===== config.mk =====
export PLATFORM = sky130hd
export DESIGN_NAME = software_timer_table_flat
export DESIGN_NICKNAME = d
export VERILOG_FILES = /design/src/hdl/stt_pkg.sv /design/src/hdl/stt_req_if.sv /design/src/hdl/stt_rsp_if.sv /design/src/hdl/stt_entry_unit.sv /design/src/hdl/software_timer_table.sv /design/src/flat_wrapper.sv
export VERILOG_INCLUDE_DIRS = /design/src /design/src/hdl
export SDC_FILE = /design/constraint.sdc
export NUM_CORES = 1
export LEC_CHECK = 0
export BUFFER_PORTS_ARGS = -buffer_cell sky130_fd_sc_hd__buf_2
export CAP_MARGIN = 15
export CORE_ASPECT_RATIO = 1.75
export CORE_UTILIZATION = 35
export DETAILED_ROUTE_END_ITERATION = 7
export GPL_ROUTABILITY_DRIVEN = 0
export PLACE_DENSITY_LB_ADDON = 0.25
export SLEW_MARGIN = 20
export SYNTH_ARGS = -nofsm -noshare
export SYNTH_HDL_FRONTEND = slang
export SYNTH_SLANG_ARGS = --single-unit

===== constraint.sdc =====
create_clock -name clk -period 8.63 [get_ports clk]
set_input_delay 1.726 -clock clk [delete_from_list [all_inputs] [get_ports clk]]
set_output_delay 1.726 -clock clk [all_outputs]
set_load 0.05 [all_outputs]

===== src/hdl/software_timer_table_defines.svh =====
// assertion macros shared by the timer table rtl
// used by software_timer_table.sv; no other dependencies
`ifndef SOFTWARE_TIMER_TABLE_DEFINES_SVH
`define SOFTWARE_TIMER_TABLE_DEFINES_SVH

// same-cycle implication
`define STT_ASSERT_IMP(label, clk, rst_n, ante, cons, msg) \
    label: assert property (@(posedge clk) disable iff (!rst_n) (ante) |-> (cons)) \
        else $error(msg);

// next-cycle implication
`define STT_ASSERT_NXT(label, clk, rst_n, ante, cons, msg) \
    label: assert property (@(posedge clk) disable iff (!rst_n) (ante) |=> (cons)) \
        else $error(msg);

`endif


===== src/hdl/stt_pkg.sv =====
// package for the timer table: sizes, request and status codes, entry types
// no dependencies
`default_nettype none

package stt_pkg;

    localparam int MAX_TIMERS = 16;
    localparam int ID_W       = 16;
    localparam int TICK_W     = 16;
    localparam int REQ_W      = 2;
    localparam int STAT_W     = 2;
    localparam int CNT_W      = $clog2(MAX_TIMERS + 1);
    localparam int IDX_W      = (MAX_TIMERS > 1) ? $clog2(MAX_TIMERS) : 1;

    localparam logic [REQ_W-1:0] REQ_SET  = 2'd0;
    localparam logic [REQ_W-1:0] REQ_KILL = 2'd1;
    localparam logic [REQ_W-1:0] REQ_TICK = 2'd2;

    localparam logic [STAT_W-1:0] ST_OK   = 2'd0;
    localparam logic [STAT_W-1:0] ST_MISS = 2'd1;
    localparam logic [STAT_W-1:0] ST_FULL = 2'd2;

    typedef struct packed {
        logic [ID_W-1:0]   ident;
        logic [TICK_W-1:0] remaining;
    } entry_t;

    typedef struct packed {
        logic              keep;
        logic              expire;
        logic              match;
        logic [TICK_W-1:0] remaining;
    } eval_t;

endpackage

`default_nettype wire


===== src/hdl/stt_req_if.sv =====
// request channel of the timer table: valid/ready plus request payload
// depends on stt_pkg
`default_nettype none

interface stt_req_if;

    logic                         valid;
    logic                         ready;
    logic [stt_pkg::REQ_W-1:0]    req_type;
    logic [stt_pkg::ID_W-1:0]     timer_id;
    logic [stt_pkg::TICK_W-1:0]   ticks;

    modport source (output valid, output req_type, output timer_id, output ticks,
                    input ready);
    modport sink   (input valid, input req_type, input timer_id, input ticks,
                    output ready);

endinterface

`default_nettype wire


===== src/hdl/stt_rsp_if.sv =====
// result channel of the timer table: valid/ready plus result payload
// depends on stt_pkg
`default_nettype none

interface stt_rsp_if;

    logic                         valid;
    logic                         ready;
    logic [stt_pkg::STAT_W-1:0]   status;
    logic                         fired;
    logic [stt_pkg::ID_W-1:0]     expired_id;
    logic                         last;

    modport source (output valid, output status, output fired, output expired_id,
                    output last, input ready);
    modport sink   (input valid, input status, input fired, input expired_id,
                    input last, output ready);

endinterface

`default_nettype wire


===== src/hdl/stt_entry_unit.sv =====
// shared per-entry unit: id compare, expiry check and new countdown value
// depends on stt_pkg
`default_nettype none

module stt_entry_unit (
    input  wire logic [stt_pkg::REQ_W-1:0]  req_type,
    input  wire logic [stt_pkg::ID_W-1:0]   timer_id,
    input  wire logic [stt_pkg::TICK_W-1:0] ticks,
    input  wire stt_pkg::entry_t            entry,
    output stt_pkg::eval_t                  result
);

    logic is_set;
    logic is_kill;
    logic is_tick;
    logic match;
    logic expire;

    assign is_set  = (req_type == stt_pkg::REQ_SET);
    assign is_kill = (req_type == stt_pkg::REQ_KILL);
    assign is_tick = (req_type == stt_pkg::REQ_TICK);
    assign match   = (entry.ident == timer_id);
    // at most one tick left
    assign expire  = is_tick && (entry.remaining[stt_pkg::TICK_W-1:1] == '0);

    always_comb
    begin
        result.match  = match;
        result.expire = expire;
        result.keep   = !expire && !(is_kill && match);
        if (is_tick)
        begin
            result.remaining = entry.remaining - stt_pkg::TICK_W'(1);
        end
        else if (is_set && match)
        begin
            result.remaining = ticks;
        end
        else
        begin
            result.remaining = entry.remaining;
        end
    end

endmodule

`default_nettype wire


===== src/hdl/software_timer_table.sv =====
// Timer table of up to MAX_TIMERS one-shot countdown timers kept in insertion order.
// A set request re-arms a matching id or appends a new entry (status full when no slot
// is left); a kill removes the matching id (status 1 when absent), and kill with id 0
// empties the table. A tick emits one item per expired timer in list order with last on
// the final one, or a single empty item when nothing expired. One request is handled at
// a time: the table sits in a memory with one read and one write port that is walked
// one entry per cycle, unless back-pressure on the result channel stalls it, through one
// shared compare/decrement unit; kill-all and unused codes skip the walk.
// Table contents are not cleared by reset; only the active count is.
// depends on stt_pkg, stt_req_if, stt_rsp_if, stt_entry_unit and the defines header
`default_nettype none
`include "software_timer_table_defines.svh"

module software_timer_table (
    input  wire logic clk,
    input  wire logic rst_n,
    stt_req_if.sink   req,
    stt_rsp_if.source rsp
);

    typedef enum logic [1:0] {
        S_IDLE,
        S_WALK,
        S_DONE
    } state_t;

    state_t                          state_reg, state_next;
    logic [stt_pkg::CNT_W-1:0]       count_reg, count_next;
    logic [stt_pkg::CNT_W-1:0]       rd_idx_reg, rd_idx_next;
    logic [stt_pkg::CNT_W-1:0]       wr_idx_reg, wr_idx_next;
    logic                            eval_valid_reg, eval_valid_next;
    logic                            found_reg, found_next;
    logic                            hold_valid_reg, hold_valid_next;
    logic [stt_pkg::ID_W-1:0]        hold_id_reg, hold_id_next;
    logic [stt_pkg::REQ_W-1:0]       req_type_reg, req_type_next;
    logic [stt_pkg::ID_W-1:0]        timer_id_reg, timer_id_next;
    logic [stt_pkg::TICK_W-1:0]      ticks_reg, ticks_next;
    logic                            out_valid_reg, out_valid_next;
    logic [stt_pkg::STAT_W-1:0]      out_status_reg, out_status_next;
    logic                            out_fired_reg, out_fired_next;
    logic [stt_pkg::ID_W-1:0]        out_id_reg, out_id_next;
    logic                            out_last_reg, out_last_next;

    stt_pkg::entry_t                 mem [stt_pkg::MAX_TIMERS];
    stt_pkg::entry_t                 rd_data_reg;
    stt_pkg::entry_t                 wr_data;
    stt_pkg::eval_t                  ev;
    logic [stt_pkg::IDX_W-1:0]       wr_addr;
    logic                            wr_en;
    logic                            rd_en;
    logic                            out_free;
    logic                            stall;
    logic                            accept;

    assign accept   = req.valid && req.ready;
    assign out_free = !out_valid_reg || rsp.ready;
    assign stall    = eval_valid_reg && ev.expire && hold_valid_reg && !out_free;

    assign req.ready      = (state_reg == S_IDLE);
    assign rsp.valid      = out_valid_reg;
    assign rsp.status     = out_status_reg;
    assign rsp.fired      = out_fired_reg;
    assign rsp.expired_id = out_id_reg;
    assign rsp.last       = out_last_reg;

    stt_entry_unit u_entry (
        .req_type (req_type_reg),
        .timer_id (timer_id_reg),
        .ticks    (ticks_reg),
        .entry    (rd_data_reg),
        .result   (ev)
    );

    always_ff @(posedge clk)
    begin
        if (wr_en)
        begin
            mem[wr_addr] <= wr_data;
        end
        if (rd_en)
        begin
            rd_data_reg <= mem[rd_idx_reg[stt_pkg::IDX_W-1:0]];
        end
    end

    always_comb
    begin
        state_next      = state_reg;
        count_next      = count_reg;
        rd_idx_next     = rd_idx_reg;
        wr_idx_next     = wr_idx_reg;
        eval_valid_next = eval_valid_reg;
        found_next      = found_reg;
        hold_valid_next = hold_valid_reg;
        hold_id_next    = hold_id_reg;
        req_type_next   = req_type_reg;
        timer_id_next   = timer_id_reg;
        ticks_next      = ticks_reg;
        out_valid_next  = out_valid_reg && !rsp.ready;
        out_status_next = out_status_reg;
        out_fired_next  = out_fired_reg;
        out_id_next     = out_id_reg;
        out_last_next   = out_last_reg;
        wr_en           = 1'b0;
        wr_addr         = wr_idx_reg[stt_pkg::IDX_W-1:0];
        wr_data         = '{ident: rd_data_reg.ident, remaining: ev.remaining};
        rd_en           = 1'b0;

        unique case (state_reg)
            S_IDLE:
            begin
                if (accept)
                begin
                    req_type_next   = req.req_type;
                    timer_id_next   = req.timer_id;
                    ticks_next      = req.ticks;
                    rd_idx_next     = '0;
                    wr_idx_next     = '0;
                    eval_valid_next = 1'b0;
                    found_next      = 1'b0;
                    hold_valid_next = 1'b0;
                    if ((req.req_type == stt_pkg::REQ_KILL && req.timer_id == '0) ||
                        (req.req_type != stt_pkg::REQ_SET &&
                         req.req_type != stt_pkg::REQ_KILL &&
                         req.req_type != stt_pkg::REQ_TICK))
                    begin
                        state_next = S_DONE;
                    end
                    else
                    begin
                        state_next = S_WALK;
                    end
                end
            end
            S_WALK:
            begin
                if (!stall)
                begin
                    if (eval_valid_reg)
                    begin
                        if (ev.match)
                        begin
                            found_next = 1'b1;
                        end
                        if (ev.keep)
                        begin
                            wr_en       = 1'b1;
                            wr_idx_next = wr_idx_reg + 1'b1;
                        end
                        if (ev.expire)
                        begin
                            hold_valid_next = 1'b1;
                            hold_id_next    = rd_data_reg.ident;
                            if (hold_valid_reg)
                            begin
                                out_valid_next  = 1'b1;
                                out_status_next = stt_pkg::ST_OK;
                                out_fired_next  = 1'b1;
                                out_id_next     = hold_id_reg;
                                out_last_next   = 1'b0;
                            end
                        end
                    end
                    if (rd_idx_reg < count_reg)
                    begin
                        rd_en           = 1'b1;
                        rd_idx_next     = rd_idx_reg + 1'b1;
                        eval_valid_next = 1'b1;
                    end
                    else
                    begin
                        eval_valid_next = 1'b0;
                        state_next      = S_DONE;
                    end
                end
            end
            S_DONE:
            begin
                if (out_free)
                begin
                    state_next      = S_IDLE;
                    out_valid_next  = 1'b1;
                    out_status_next = stt_pkg::ST_OK;
                    out_fired_next  = 1'b0;
                    out_id_next     = '0;
                    out_last_next   = 1'b1;
                    if (req_type_reg == stt_pkg::REQ_SET)
                    begin
                        if (!found_reg)
                        begin
                            if (count_reg == stt_pkg::CNT_W'(stt_pkg::MAX_TIMERS))
                            begin
                                out_status_next = stt_pkg::ST_FULL;
                            end
                            else
                            begin
                                wr_en      = 1'b1;
                                wr_data    = '{ident: timer_id_reg, remaining: ticks_reg};
                                count_next = count_reg + 1'b1;
                            end
                        end
                    end
                    else if (req_type_reg == stt_pkg::REQ_KILL)
                    begin
                        count_next = wr_idx_reg;
                        if (!found_reg)
                        begin
                            out_status_next = stt_pkg::ST_MISS;
                        end
                    end
                    else if (req_type_reg == stt_pkg::REQ_TICK)
                    begin
                        count_next = wr_idx_reg;
                        if (hold_valid_reg)
                        begin
                            out_fired_next = 1'b1;
                            out_id_next    = hold_id_reg;
                        end
                    end
                end
            end
            default:
            begin
                state_next = S_IDLE;
            end
        endcase
    end

    always_ff @(posedge clk or negedge rst_n)
    begin
        if (!rst_n)
        begin
            state_reg      <= S_IDLE;
            count_reg      <= '0;
            rd_idx_reg     <= '0;
            wr_idx_reg     <= '0;
            eval_valid_reg <= 1'b0;
            found_reg      <= 1'b0;
            hold_valid_reg <= 1'b0;
            hold_id_reg    <= '0;
            req_type_reg   <= stt_pkg::REQ_SET;
            timer_id_reg   <= '0;
            ticks_reg      <= '0;
            out_valid_reg  <= 1'b0;
            out_status_reg <= stt_pkg::ST_OK;
            out_fired_reg  <= 1'b0;
            out_id_reg     <= '0;
            out_last_reg   <= 1'b0;
        end
        else
        begin
            state_reg      <= state_next;
            count_reg      <= count_next;
            rd_idx_reg     <= rd_idx_next;
            wr_idx_reg     <= wr_idx_next;
            eval_valid_reg <= eval_valid_next;
            found_reg      <= found_next;
            hold_valid_reg <= hold_valid_next;
            hold_id_reg    <= hold_id_next;
            req_type_reg   <= req_type_next;
            timer_id_reg   <= timer_id_next;
            ticks_reg      <= ticks_next;
            out_valid_reg  <= out_valid_next;
            out_status_reg <= out_status_next;
            out_fired_reg  <= out_fired_next;
            out_id_reg     <= out_id_next;
            out_last_reg   <= out_last_next;
        end
    end

    // compaction never writes ahead of the read pointer
    `STT_ASSERT_IMP(a_wr_behind_rd, clk, rst_n, state_reg == S_WALK,
        wr_idx_reg <= rd_idx_reg, "write index passed read index")
    // table grows by at most one entry per item
    `STT_ASSERT_NXT(a_count_step, clk, rst_n, 1'b1,
        count_reg <= $past(count_reg) + 1'b1, "active count grew by more than one")
    // an empty result always closes its request
    `STT_ASSERT_IMP(a_empty_is_last, clk, rst_n, rsp.valid && !rsp.fired,
        rsp.last, "non-fired item without last")
    // a held expiry only exists while ticking
    `STT_ASSERT_IMP(a_hold_tick, clk, rst_n, hold_valid_reg && state_reg != S_IDLE,
        req_type_reg == stt_pkg::REQ_TICK, "held expiry outside a tick")

endmodule

`default_nettype wire


===== src/flat_wrapper.sv =====
// flat-port wrapper written by rule: the top's interface ports become plain ports
module software_timer_table_flat 
  (clk, rst_n, req_valid, req_req_type, req_timer_id, req_ticks, req_ready, rsp_valid, rsp_status, rsp_fired, rsp_expired_id, rsp_last, rsp_ready);
  stt_req_if req_i ();
  stt_rsp_if rsp_i ();
  input  wire logic clk;
  input  wire logic rst_n;
  input wire logic [$bits(req_i.valid)-1:0] req_valid;
  input wire logic [$bits(req_i.req_type)-1:0] req_req_type;
  input wire logic [$bits(req_i.timer_id)-1:0] req_timer_id;
  input wire logic [$bits(req_i.ticks)-1:0] req_ticks;
  output wire logic [$bits(req_i.ready)-1:0] req_ready;
  output wire logic [$bits(rsp_i.valid)-1:0] rsp_valid;
  output wire logic [$bits(rsp_i.status)-1:0] rsp_status;
  output wire logic [$bits(rsp_i.fired)-1:0] rsp_fired;
  output wire logic [$bits(rsp_i.expired_id)-1:0] rsp_expired_id;
  output wire logic [$bits(rsp_i.last)-1:0] rsp_last;
  input wire logic [$bits(rsp_i.ready)-1:0] rsp_ready;
  assign req_i.valid = req_valid;
  assign req_i.req_type = req_req_type;
  assign req_i.timer_id = req_timer_id;
  assign req_i.ticks = req_ticks;
  assign req_ready = req_i.ready;
  assign rsp_valid = rsp_i.valid;
  assign rsp_status = rsp_i.status;
  assign rsp_fired = rsp_i.fired;
  assign rsp_expired_id = rsp_i.expired_id;
  assign rsp_last = rsp_i.last;
  assign rsp_i.ready = rsp_ready;
  software_timer_table u_core (.clk(clk), .rst_n(rst_n), .req(req_i), .rsp(rsp_i));
endmodule

# [Yosys cells after proc, flatten, opt, wreduce, memory -nomap -nowiden]
# Memories as Yosys holds them, arrays and structs flattened. A register that Yosys moved wholly into a read port is not among the register bits.
# Index checks and enable logic that the tools add are counted.
[op_classes] bitwise_logic=1 magnitude_cmp=1 add_sub_neg=4 reduce_logical=37 muxes=93 n_eq_ne=21
[op_table] cell="$mux 16" n=11
[op_table] cell="$mux 32" n=5
[op_table] cell="$mux 5" n=11
[op_table] cell="$mux 1" n=40
[op_table] cell="$pmux 16 s2" n=1
[op_table] cell="$mux 2" n=14
[op_table] cell="$pmux 5 s2" n=2
[op_table] cell="$reduce_and 5->1" n=4
[op_table] cell="$eq 16x16->1" n=1
[op_table] cell="$logic_not 16->1" n=1
[op_table] cell="$ne 2x2->1 const B" n=8
[op_table] cell="$sub 16x1->16 const B" n=1
[op_table] cell="$add 5x1->5 const B" n=3
[op_table] cell="$logic_not 15->1" n=1
[op_table] cell="$pmux 1 s2" n=7
[op_table] cell="$logic_and 1x1->1" n=12
[op_table] cell="$ne 2x1->1 const B" n=6
[op_table] cell="$reduce_and 4->1" n=3
[op_table] cell="$eq 2x1->1 const B" n=3
[op_table] cell="$pmux 2 s3" n=1
[op_table] cell="$reduce_and 6->1" n=1
[op_table] cell="$reduce_bool 2->1" n=3
[op_table] cell="$eq 5x5->1 const B" n=1
[op_table] cell="$logic_not 1->1" n=5
[op_table] cell="9 further kinds" n=12
[totals] n_memories=1 regBits=91 input_bits=38 wordCells=174 out_inout_bits=22 ram_bits=512
[memory_table] name="u_core.mem" depth=16 width=32 read_ports=1 rd_clocked_by_memory_dff=1 wr=1 line="software_timer_table.sv:44" text="stt_pkg::entry_t mem [stt_pkg::MAX_TIMERS];"

# [Logic depth before layout (Yosys ltp)]
# Gate-level depths: netlist (run 1).
[depth] depth_word=10 depth_mapped=9 mapped_depth_nobuf=8

# [Modules after synthesis]
# From an unflattened synthesis (run 1), not the netlist that was laid out.
[unflattened] cells_unflattened=1497 hier_area_um2=25959.9
[modules_own_cells] module="software_timer_table" cells_each=1378 area_each_um2=25097.8 instances=1
[modules_own_cells] module="stt_entry_unit" cells_each=119 area_each_um2=862.1 instances=1

# [Worst setup path before layout (run 1)]
# Ideal clock, no wire load.
[synth_path] path_kind="in2reg" startpoint="in rsp_ready" endpoint="mem u_core.mem[3][0] in the netlist's numbering, enable pin" required_time_ns=8.129 stages=6 slack_ns=2.433 arrival_time_ns=5.696 setup_time_ns=0.501 cell_sequence="nand2b_1 nand2_1 nor4_1 a31oi_4 buf_6 nor4_1"
[synth_via] elab_chain_len=7 word_cells_on_any_way=8
[synth_lines] element="start, declared" line="flat_wrapper.sv:18" text="input wire logic [$bits(rsp_i.ready)-1:0] rsp_ready;"
[synth_lines] element="$logic_or 1x1->1 (*)" line="software_timer_table.sv:56" text="assign out_free = !out_valid_reg || rsp.ready;"
[synth_lines] element="$logic_not 1->1" line="software_timer_table.sv:57" text="assign stall = eval_valid_reg && ev.expire && hold_valid_reg && !out_free;"
[synth_lines] element="$logic_and 1x1->1" line="software_timer_table.sv:57"
[synth_lines] element="$mux 1" line="software_timer_table.sv:137" text="if (!stall)"
[synth_lines] element="$pmux 1 s2 (*)" line="software_timer_table.sv:109" text="unique case (state_reg)"
[synth_lines] element="$mux 1 (*)" line="software_timer_table.sv:76" text="if (wr_en)"
[synth_lines] element="$mux 1 (implied by the code) (*)" line="software_timer_table.sv:78" text="mem[wr_addr] <= wr_data;"
[synth_lines] element="end, declared" line="software_timer_table.sv:44"
# Mark *: on every way between the ends. The rest lies on a longest branch, timed or not.

# [Worst setup path in the final report (run 1)]
[layout_path] startpoint="in rsp_ready" endpoint="mem u_core.mem[4][18] in the netlist's numbering, enable pin"
# The elaborated chain is that of the path after synthesis.

==> results of run 1 <==
synth_stat cells, drive strengths merged, types with 5 or more instances:
| cell type | n |
|---|---|
| a21o | 5 |
| mux2 | 50 |
| a31oi | 7 |
| a22o | 18 |
| a221o | 8 |
| clkbuf | 40 |
| o21ai | 32 |
| xor2 | 17 |
| or3 | 10 |
| mux4 | 160 |
| nand4 | 5 |
| a21oi | 21 |
| dfrtp | 91 |
| nor3 | 11 |
| nor3b | 8 |
| nand3 | 13 |
| nor4 | 19 |
| ha | 15 |
| nor2b | 5 |
| inv | 19 |
| edfxtp | 544 |
| a32o | 5 |
| nor2 | 19 |
| buf | 23 |
| nand2 | 81 |
worst min-delay path by stage:
stage,start,to
3_3_place_gp,u_core.rsp.fired,u_core.rsp.fired
2_1_floorplan,u_core.hold_id_reg[0],u_core.rsp.expired_id[0]
3_5_place_dp,u_core.rsp.fired,u_core.rsp.fired
6_report,u_core.rsp.fired,u_core.rsp.fired
5_1_grt,u_core.rsp.fired,u_core.rsp.fired
4_1_cts,u_core.rsp.last,u_core.rsp.last
critical path, delay by kind of cell:
family / cells / cell delay (ns)
AOI/OAI and AO/OA: 1 / 0.18
buffers and inverters: 3 / 1.02
and+or+nand+nor: 4 / 1.37
layer usage:
metal,GRT usage (%),vias to the layer above,wire (um)
li1,-,5399,-
met1,20.4,6822,23500
met2,32.6,309,35000
met3,1.79,91,2150
met4,5.84,0,1800
met5,0,-,0
area by class of cell:
cell class	instances	area share, %
Multi-Input combinational cell	557	22.7
Sequential cell	635	64.6
Tap cell	924	4.01
Inverter	19	0.247
Timing Repair Buffer	101	2.13
Clock inverter	26	0.977
Clock buffer	76	5.36
metrics by stage:
stage | worst slack [ns] | std cells | hold WS (ns) | instance area [um^2]
finish | 4.53 | 2338 | 0.483 | 28800
global route | 4.34 | 2338 | 0.508 | 28800
CTS | 4.52 | 2338 | 0.492 | 28800
detailed placement | 3.91 | 2236 | 0.475 | 27000
global placement | 3.99 | 2236 | 0.463 | 27000
floorplan | 2.43 | 1274 | 0.460 | 25400
power groups by stage:
stage	clock, mW	sequential [mW]	combinational [mW]
final	2.52	4.47	2.17
after global routing	2.67	4.50	2.38
after CTS	2.57	4.47	2.22
after detailed placement	0	4.53	2.21
after global placement	0	4.52	2.15
after floorplan	0	4.36	1.57
cell families after synthesis:
family	after synthesis	synth area share [%]
simple gates	190	3.94
mux	214	16.7
flops	635	73.3
compound gates	120	3.32
xor+xnor	18	0.621
fa+ha+maj	15	0.739
buf+inv	82	1.40
==> impl_metrics.toml, run 1 <==
[outcome]
status = "finished clean"

[timing]
fmax_ghz = 0.244
rsz0062_at_grt = "no"
relSlewSlack_pct = 36.4
setup_tns_ns = 0
tightest_slew_ns = 0.949
min_period_over_period_pct = 47.5
setup_violations = 0
fin_crit_ns = 4.10
fin_skew_ns = 0.0106
final_hold_viol_count = 0
finalMaxSlewViolations = 0

[finish]
layout_commonest_cell = "edfxtp_1"
ff_latch_area_um2 = 18600
multiInputGateArea_um2 = 6540
area_delta_synth_final_pct = 13.5
fin_util_pct = 40.2
final_cell_mix = "544 x edfxtp_1, 160 x mux4_2, 87 x dfrtp_1"
num-nets-final = 1421
antenna_cells = 0
drive_gt1_share_pct = 30.8
fill_cells = 6309
largest_reg_flops = 512

[synth]
synth_enable_flop_cells = 544
ys_types = 66
synth_area_um2 = 25400
async_flop_share_pct = 14.3
synth_top_area_share_pct = 64.3
syn_inst = 1274
synth_area_leaders = "edfxtp_1 64%, mux4_2 14%, dfrtp_1 9.0%"
yosys.area.top_type = "edfxtp_1"
ys_ff_latch = 635
ys_warn_count = 0
avgSynthCellArea_um2 = 19.9
synth_flop_cell = "edfxtp_1"
synth_seq_area_share_pct = 73.3
syn-num-nets = 1327

[power]
clockPowerShare_pct = 27.5
p_per_area_nw_per_um2 = 318
switchingPower_mw = 2.78
vdd_ir_drop_max_v = 0.000149
power_frac_seq_pct = 48.8
combPwrFrac_pct = 23.7
p_leak_nw = 9.51
power_mw = 9.16
p_sw_share_pct = 30.3
p_int_mw = 6.38

[min_path]
whs_path_depth = 1
hold_path.class = "reg -> reg"

[placed_design]
port-buffer-count = 59
hpwl_um = 36600

[floorplan]
die_width_um = 206
coreArea_um2 = 71700
die-area_um2 = 73700
die_h_um = 358
num_rows = 130
start_util_pct = 35.4
ioPinCount = 60

[clock_tree]
root_buffer = "clkbuf_16"
clock_sink_count = 635
holdBufCountCts = 0
tritoncts = "done"
cts_resized = 0
htree_num_levels = 2
post-cts-setup-buffers = 0
clkTransAtPathRegs_ns = 0.07
clockBufferDepth = 3
numCtsBuffers = 54
insertion_delay_ns = 0.61

[drt]
drt_iter0_markers = 1110
wl_um = 62400
drt-pass1-iter-count = 5
wl_per_cell_um = 26.7
drcViolationCount = 0
via_per_inst = 5.40
ant_nets = 0
num_vias = 12600

[critical_path]
reg2reg_slack_ns = 4.89
critPathCapture = "u_core.mem[4][18]"
cp_common_cell = "buf_4"
cpPeakStageDelay_ns = 0.84
r2r_end = "u_core.mem[4][18]"
required_ns = 8.88
worstSetupStartpointType = "input pin"
worstPathMaxFanout = 24
endpoint_kind = "flop"
slowest_stage = "nor3b_2"
reg2regPathDepth = 7
r2r-start = "u_core.req_type_reg[1]"
crit_chain = "buf_2 > nand2b_1 > nand2_1 > nor4_2 > buf_4 > a31oi_4 > nor3b_2 > buf_4"
critPathArrivalTime_ns = 4.34
path_class = "in -> reg"
crit_start = "rsp_ready"

[global_routing]
grt_pass1_vias = 13600
grt_max_degree = 59
track_usage_pct = 17.4
antenna_found_initial = 0
grt-ovfl-total = 0
grt_first_pass_wirelength_um = 92400

[flow_run]
cap_violations = 0
No activity file was read; power rests on OpenSTA's default activity.
==> run 2, diff against run 1 <==
==> constraint.sdc (replaced) <==
create_clock -name clk -period 3.59 [get_ports clk]
set_input_delay 0.718 -clock clk [delete_from_list [all_inputs] [get_ports clk]]
set_output_delay 0.718 -clock clk [all_outputs]
set_load 0.05 [all_outputs]
==> impl_metrics.toml, run 2 (synthesized netlist as in run 1, its figures left out) <==
[drt]
ant_nets = 0
via_per_inst = 5.39
wl_per_cell_um = 26.6
wl_um = 62700
drt-pass1-iter-count = 7
drcViolationCount = 0
drt_iter0_markers = 922
num_vias = 12700

[placed_design]
port-buffer-count = 59
pre_cts_slack_ns = 0.280
dp.cells = 2254
hpwl_um = 37900
placed_area_um2 = 27300

[global_routing]
grt-ovfl-total = 0
track_usage_pct = 17.4
antenna_found_initial = 2
grt_max_degree = 132
grt_first_pass_wirelength_um = 92400
grt_pass1_vias = 13500

[critical_path]
critPathCapture = "u_core.mem[5][4]"
worstPathMaxFanout = 24
r2r_end = "u_core.mem[5][4]"
crit_chain = "nor4_2 > nand3_1 > nor4_1 > a21oi_1 > a31oi_4 > buf_4 > nor3b_2 > buf_4"
crit_cells = 8
reg2reg_slack_ns = 0.29
critPathTopFamily = "simple AND/OR/NAND/NOR gates"
r2r-start = "u_core.rd_data_reg[6]"
slowest_stage = "nor4_1"
crit_start = "u_core.rd_data_reg[6]"
critPathArrivalTime_ns = 3.59
required_ns = 3.88
endpoint_kind = "flop"
worstSetupStartpointType = "flop"
path_buf_inv = 2
reg2regPathDepth = 8
cpPeakStageDelay_ns = 0.66
path_class = "reg -> reg"
cp_common_cell = "buf_4"

[timing]
setup_violations = 0
min_period_over_period_pct = 92.0
relSlewSlack_pct = 37.3
rsz0062_at_grt = "no"
fin_crit_ns = 3.30
worst_slack_ns = 0.286
fmax_ghz = 0.303
setup_tns_ns = 0
fin_skew_ns = 0.0255
finalMaxSlewViolations = 0
holdWs_ns = 0.217
final_hold_viol_count = 0
tightest_slew_ns = 0.941

[clock_tree]
htree_num_levels = 2
numCtsBuffers = 55
clkTransAtPathRegs_ns = 0.07
clock_sink_count = 635
clockBufferDepth = 3
insertion_delay_ns = 0.61
tritoncts = "done"
cts_resized = 0
root_buffer = "clkbuf_16"
holdBufCountCts = 0
post-cts-setup-buffers = 0

[finish]
num-nets-final = 1440
fin_util_pct = 40.6
final_cell_mix = "544 x edfxtp_1, 160 x mux4_2, 87 x dfrtp_1"
layout_commonest_cell = "edfxtp_1"
largest_reg_flops = 512
drive_gt1_share_pct = 31.5
final_area_um2 = 29200
antenna_cells = 0
fill_cells = 6281
instances_no_fill = 2357
area_delta_synth_final_pct = 14.8

[power]
p_leak_nw = 9.65
power_mw = 22.4
vdd_ir_drop_max_v = 0.000357
p_per_area_nw_per_um2 = 767

[floorplan]
die_width_um = 206
die_h_um = 358
coreArea_um2 = 71700
start_util_pct = 35.4
num_rows = 130
die-area_um2 = 73700
ioPinCount = 60

[min_path]
hold_path.class = "in -> async"

[outcome]
status = "finished clean"

[flow_run]
cap_violations = 0
run 2: area by class of cell:
type,count,area [um^2],area share [%]
Clock buffer,72,1470,5.04
Clock inverter,31,385,1.32
Inverter,19,71.3,0.245
Multi-Input combinational cell,557,6560,22.5
Sequential cell,635,18600,63.9
Tap cell,924,1160,3.97
Timing Repair Buffer,119,890,3.05
run 2: how the worst min path moves through the flow:
stage | startpoint | end | slack [ns] | cells past startpoint
3_5_place_dp | u_core.rsp.fired | u_core.rsp.fired | 0.47 | 1
3_3_place_gp | u_core.rsp.fired | u_core.rsp.fired | 0.46 | 1
2_1_floorplan | rst_n | u_core.count_reg[0] | 0.42 | 0
4_1_cts | rst_n | u_core.ticks_reg[1] | 0.22 | 1
6_report | rst_n | u_core.ticks_reg[1] | 0.22 | 1
5_1_grt | rst_n | u_core.ticks_reg[2] | 0.24 | 1
run 2: routing by layer:
metal / global-route usage (%) / part of all wire, % / vias to the layer above / wire, um
li1: - / - / 5443 / -
met1: 21.3 / 39 / 6861 / 24400
met2: 32.0 / 55 / 318 / 34300
met3: 1.70 / 3.9 / 89 / 2420
met4: 5.17 / 2.5 / 0 / 1580
met5: 0 / 0 / - / 0
run 2: where the power goes:
part | internal, mW | switching (mW)
Clock | 3.49 | 2.71
Sequential | 9.99 | 0.567
Combinational | 2.11 | 3.51
Total | 15.6 | 6.78
run 2: worst register-to-register path: cells and delay by family (launching register included):
kind	cells	cell delay, ns
buffers and inverters	2	0.61
DFF	1	0.50
and+or+nand+nor	4	1.37
AOI/OAI and AO/OA	2	0.48
